===== config.mk =====
export PLATFORM = sky130hd
export DESIGN_NAME = gsp_ffs
export DESIGN_NICKNAME = d
export VERILOG_FILES = /design/src/design/gsp_pkg.sv /design/src/design/gsp_ffs.sv
export SDC_FILE = /design/constraint.sdc
export NUM_CORES = 1
export LEC_CHECK = 0
export BUFFER_PORTS_ARGS = -buffer_cell sky130_fd_sc_hd__buf_2
export CORE_MARGIN = 5
export CORE_UTILIZATION = 41
export DETAILED_ROUTE_END_ITERATION = 6
export GPL_TIMING_DRIVEN = 0
export PLACE_DENSITY = 0.85
export RECOVER_POWER = 100
export SLEW_MARGIN = 20
export SYNTH_ARGS = -nofsm -noshare
export SYNTH_HDL_FRONTEND = slang
export SYNTH_SLANG_ARGS = --single-unit

===== constraint.sdc =====
create_clock -name vclk -period 2.75
set_clock_uncertainty 0.2 [all_clocks]
set_input_delay 0.275 -clock vclk [all_inputs]
set_output_delay 0.275 -clock vclk [all_outputs]
set_load 0.1 [all_outputs]

===== src/design/gsp_pkg.sv =====
// ----------------------------------------------------------------------------
// gsp_pkg: shared types and constants of the shortest path engine
// Vertex and row types, operation codes and the find-first-set result.
// ----------------------------------------------------------------------------
package gsp_pkg;

    localparam int MAX_VERTICES = 64;
    localparam int VERT_W       = $clog2(MAX_VERTICES);
    localparam int CNT_W        = VERT_W + 1;

    typedef logic [VERT_W-1:0]       vert_t;
    typedef logic [CNT_W-1:0]        cnt_t;
    typedef logic [MAX_VERTICES-1:0] row_t;

    localparam logic [1:0] OP_ADD   = 2'd0;
    localparam logic [1:0] OP_REM   = 2'd1;
    localparam logic [1:0] OP_CLEAR = 2'd2;
    localparam logic [1:0] OP_QUERY = 2'd3;

    // Result of the lowest-set-bit search.
    typedef struct packed {
        logic  hit;
        vert_t idx;
    } ffs_t;

    function automatic row_t vert_onehot(input vert_t v);
        row_t r;
        r    = '0;
        r[v] = 1'b1;
        return r;
    endfunction

endpackage


===== src/design/gsp_ffs.sv =====
// ----------------------------------------------------------------------------
// gsp_ffs: lowest set bit finder
// Returns the index of the lowest set bit of a row and whether any is set.
// ----------------------------------------------------------------------------
module gsp_ffs (
    input  gsp_pkg::row_t vec,
    output gsp_pkg::ffs_t res
);

    always_comb
    begin
        res = '0;
        for (int i = gsp_pkg::MAX_VERTICES - 1; i >= 0; i--)
        begin
            if (vec[i])
            begin
                res.hit = 1'b1;
                res.idx = gsp_pkg::VERT_W'(i);
            end
        end
    end

endmodule


==> results.txt <==
The routed length per instance is approximately 12 um. The largest driver fanout on the critical path is 4. The global-route wire length before repair came out at roughly 4700 um. The fraction of synthesized area in multiplexers came out at 0%. Timing would allow up to 390.2 MHz. The count of maximum capacitance violations came out at 0. The final design instance area without fill came out at roughly 1200 um2. The vias per cell came out at around 5.7. The number of antenna-violating nets in the routed design is 0. The critical path required time is 2280 ps. The synthesis-to-finish area growth came out at 48.65%. Yosys printed 0 warnings.

The data arrival time of the worst path came out at 2090 ps. In this run the tool buffered the top-level ports with 71 buffer cells. In the detailed route, the total length drawn on met2 is 1488 um. The violation count after the first detailed-route iteration came out at 35. Setup violations remaining at the end of the flow were counted as 0.

The sum of overflow across all layers after global routing came out at 0. The simple-gate share of the synthesized area came out at 57.06%. The slack of the critical path came out at 187.3 ps. The pin count of the biggest net entering global routing is 7. The register area share after synthesis came out at 0%. The clock buffers instantiated in the layout total 0. The post-layout minimum cycle time is about 2600 ps. The estimated wirelength of the detail-placed design is 2686 um. The most frequently used cell type in the post-synthesis netlist is sky130_fd_sc_hd__nor2_1. The detailed-routed wire length on met3 came out at between 200 and 250 um.

The total wire length after detailed routing is 3041 um. The cell depth of the worst min-delay path is 5. The most critical setup path has its endpoint at res[2]. The post-synthesis cell type with the largest combined area is sky130_fd_sc_hd__nor2_1.

The complex-gate fraction of the synthesized area is about 40%. The post-synthesis net count came out at roughly 210. After synthesis, the most frequently instantiated cells are 31 x sky130_fd_sc_hd__nor2_1, 14 x sky130_fd_sc_hd__nor3_1, 14 x sky130_fd_sc_hd__nor4_1, 13 x sky130_fd_sc_hd__a21oi_1, 9 x sky130_fd_sc_hd__inv_1.

Cells fill 63.79% of the core in the end. The number of iterations in the first detailed-routing pass came out at 4. The y dimension of the die came out at 55.08 um. The post-synthesis instance area came out at 833.3 um2.

Tracing the worst setup path back leads to its startpoint at vec[59]. The initial cell density of the core came out at 42.91%. STA classifies the critical path endpoint as an output port. Including well taps, the total number of placed cells is 248. The run finished with clean final reports. By area, the combinational part of the netlist is dominated by simple AND/OR/NAND/NOR gates. The floorplan step defined a core boundary enclosing ~1900 um2. Setup repair after global routing left no endpoint under its margin. The mean instance size in the synthesized netlist came out at 5.555 um2.

The portion of synthesized cell area occupied by the leading cell type is between 10 and 15%. The sequential cell count is 0. The area occupied by registers came out at 0 um2. By area the synthesized netlist is led by sky130_fd_sc_hd__nor2_1 14%, sky130_fd_sc_hd__nor4_1 11%, sky130_fd_sc_hd__nor3_1 8.4%. Before CTS, the worst setup slack after placement is 169.6 ps. The final count of hold timing violations is 0. The worst setup path is launched from an input pin. The final estimated routing congestion in global placement came out at 0.8487.

The total routed wire length on the met1 layer came out at 1323 um. The adder-cell share of the synthesized area is 0%. The cell row count came out at 16.

The critical path class is in2out. For this design the ratio of total power to cell area is 121.4 nW/um2. The global-route usage over all layers came out at 19.66%. The residual DRC count came out at 0.

The horizontal die dimension is between 50 and 60 um. For this design the top-level I/O count stands at a little over 70. The die area came out at 3034 um2. The via count of the first global-routing pass is 1218. The number of instances in the synthesized netlist came out at 150.

The count of non-filler cells in the finished layout is 248. Across all layers, the routed design uses 1414 vias. The part of the cycle the worst path needs is 93.19%. The placed standard-cell area is 1240 um2. The worst-margin pin slew is 635.3 ps.

The number of nets in the layout is between 200 and 300. The final count of pins violating max slew is 0. The fill cell total of the finished layout came out at 202. Across the VDD grid, the largest voltage drop is 0.09396 mV. The initial antenna violation count is 0.

The post-route total power is 150.4 uW. After detailed routing, no signal wire sits above met3. The count of hold-fix buffers inserted at cts is 0.

The antenna diode instance count is 0. The fraction of layout cells with a size suffix above 1 is between 30 and 40%. The post-CTS setup buffer count came out at 0. The number of distinct library cells after synthesis is 28. The tightest min-delay check is of the in2out type. The worst-case headroom to the max-slew limit is 57.25%. The reported leakage power came out at 0.0005176 uW. The xor/xnor cell area share of the yosys netlist came out at 0%.
==> cell usage in the layout, fill, tap and decap left out, drive strengths merged, types with 5 or more instances in the layout <==
| master | count |
|---|---|
| buf | 68 |
| nor2 | 31 |
| nor4 | 14 |
| nor3 | 14 |
| a21oi | 13 |
| or4 | 9 |
| inv | 9 |
| o21ai | 8 |
| nand2 | 7 |
| nand3 | 5 |
| o31ai | 5 |
==> where the power goes <==
group          switching, uW  leakage, uW  internal, uW  total [uW]
sequential                 0            0             0           0
combinational           89.9     0.000518          60.5         150
clock                      0            0             0           0
total                   89.9     0.000518          60.5         150
==> layout make-up <==
| type | instances | area, um2 | share of cell area (%) |
|---|---|---|---|
| multi-input cells | 141 | 813.3 | 65.66 |
| repair buffers | 71 | 357.8 | 28.89 |
| inverters | 9 | 33.78 | 2.727 |
| well taps | 27 | 33.78 | 2.727 |
==> critical path, cell delays in order <==
cell and delay (ps):
sky130_fd_sc_hd__buf_2 120, sky130_fd_sc_hd__or4_1 570, sky130_fd_sc_hd__o211ai_1 210, sky130_fd_sc_hd__a31oi_1 110, sky130_fd_sc_hd__o21ai_0 160, sky130_fd_sc_hd__and3_1 180
sky130_fd_sc_hd__clkbuf_2 460
==> cell families after synthesis <==
kind of cell           after synthesis
and+or+nand+nor                     92
AOI/OAI and AO/OA                   49
buffers and inverters                9
==> per-stage QoR <==
step	TNS [ps]	hold WS, ps
detailed placement	0	906.9
global placement	0	896.7
floorplan	-44.04	655.3
global route	0	944.3
CTS	0	907.9
finish	0	909.1
==> routing by layer <==
| layer | vias up | GRT usage (%) |
|---|---|---|
| met5 | - | 0 |
| met4 | 0 | 0.4049 |
| met3 | 0 | 0.5362 |
| met2 | 55 | 37.80 |
| met1 | 616 | 25.40 |
| li1 | 743 | - |
==> worst min path at each step <==
stage,slack [ps],end,start
floorplan,660,res[3],vec[2]
global placement,900,res[3],vec[3]
detailed placement,910,res[3],vec[3]
CTS,910,res[3],vec[3]
global route,940,res[3],vec[3]
finish,910,res[3],vec[3]
==> what timing repair did <==
item	4_1_cts	5_1_grt
resized for setup	0	1
setup endpoints to repair	0	1
hold endpoints to repair	0	0
(Power assumes the default switching activity.)
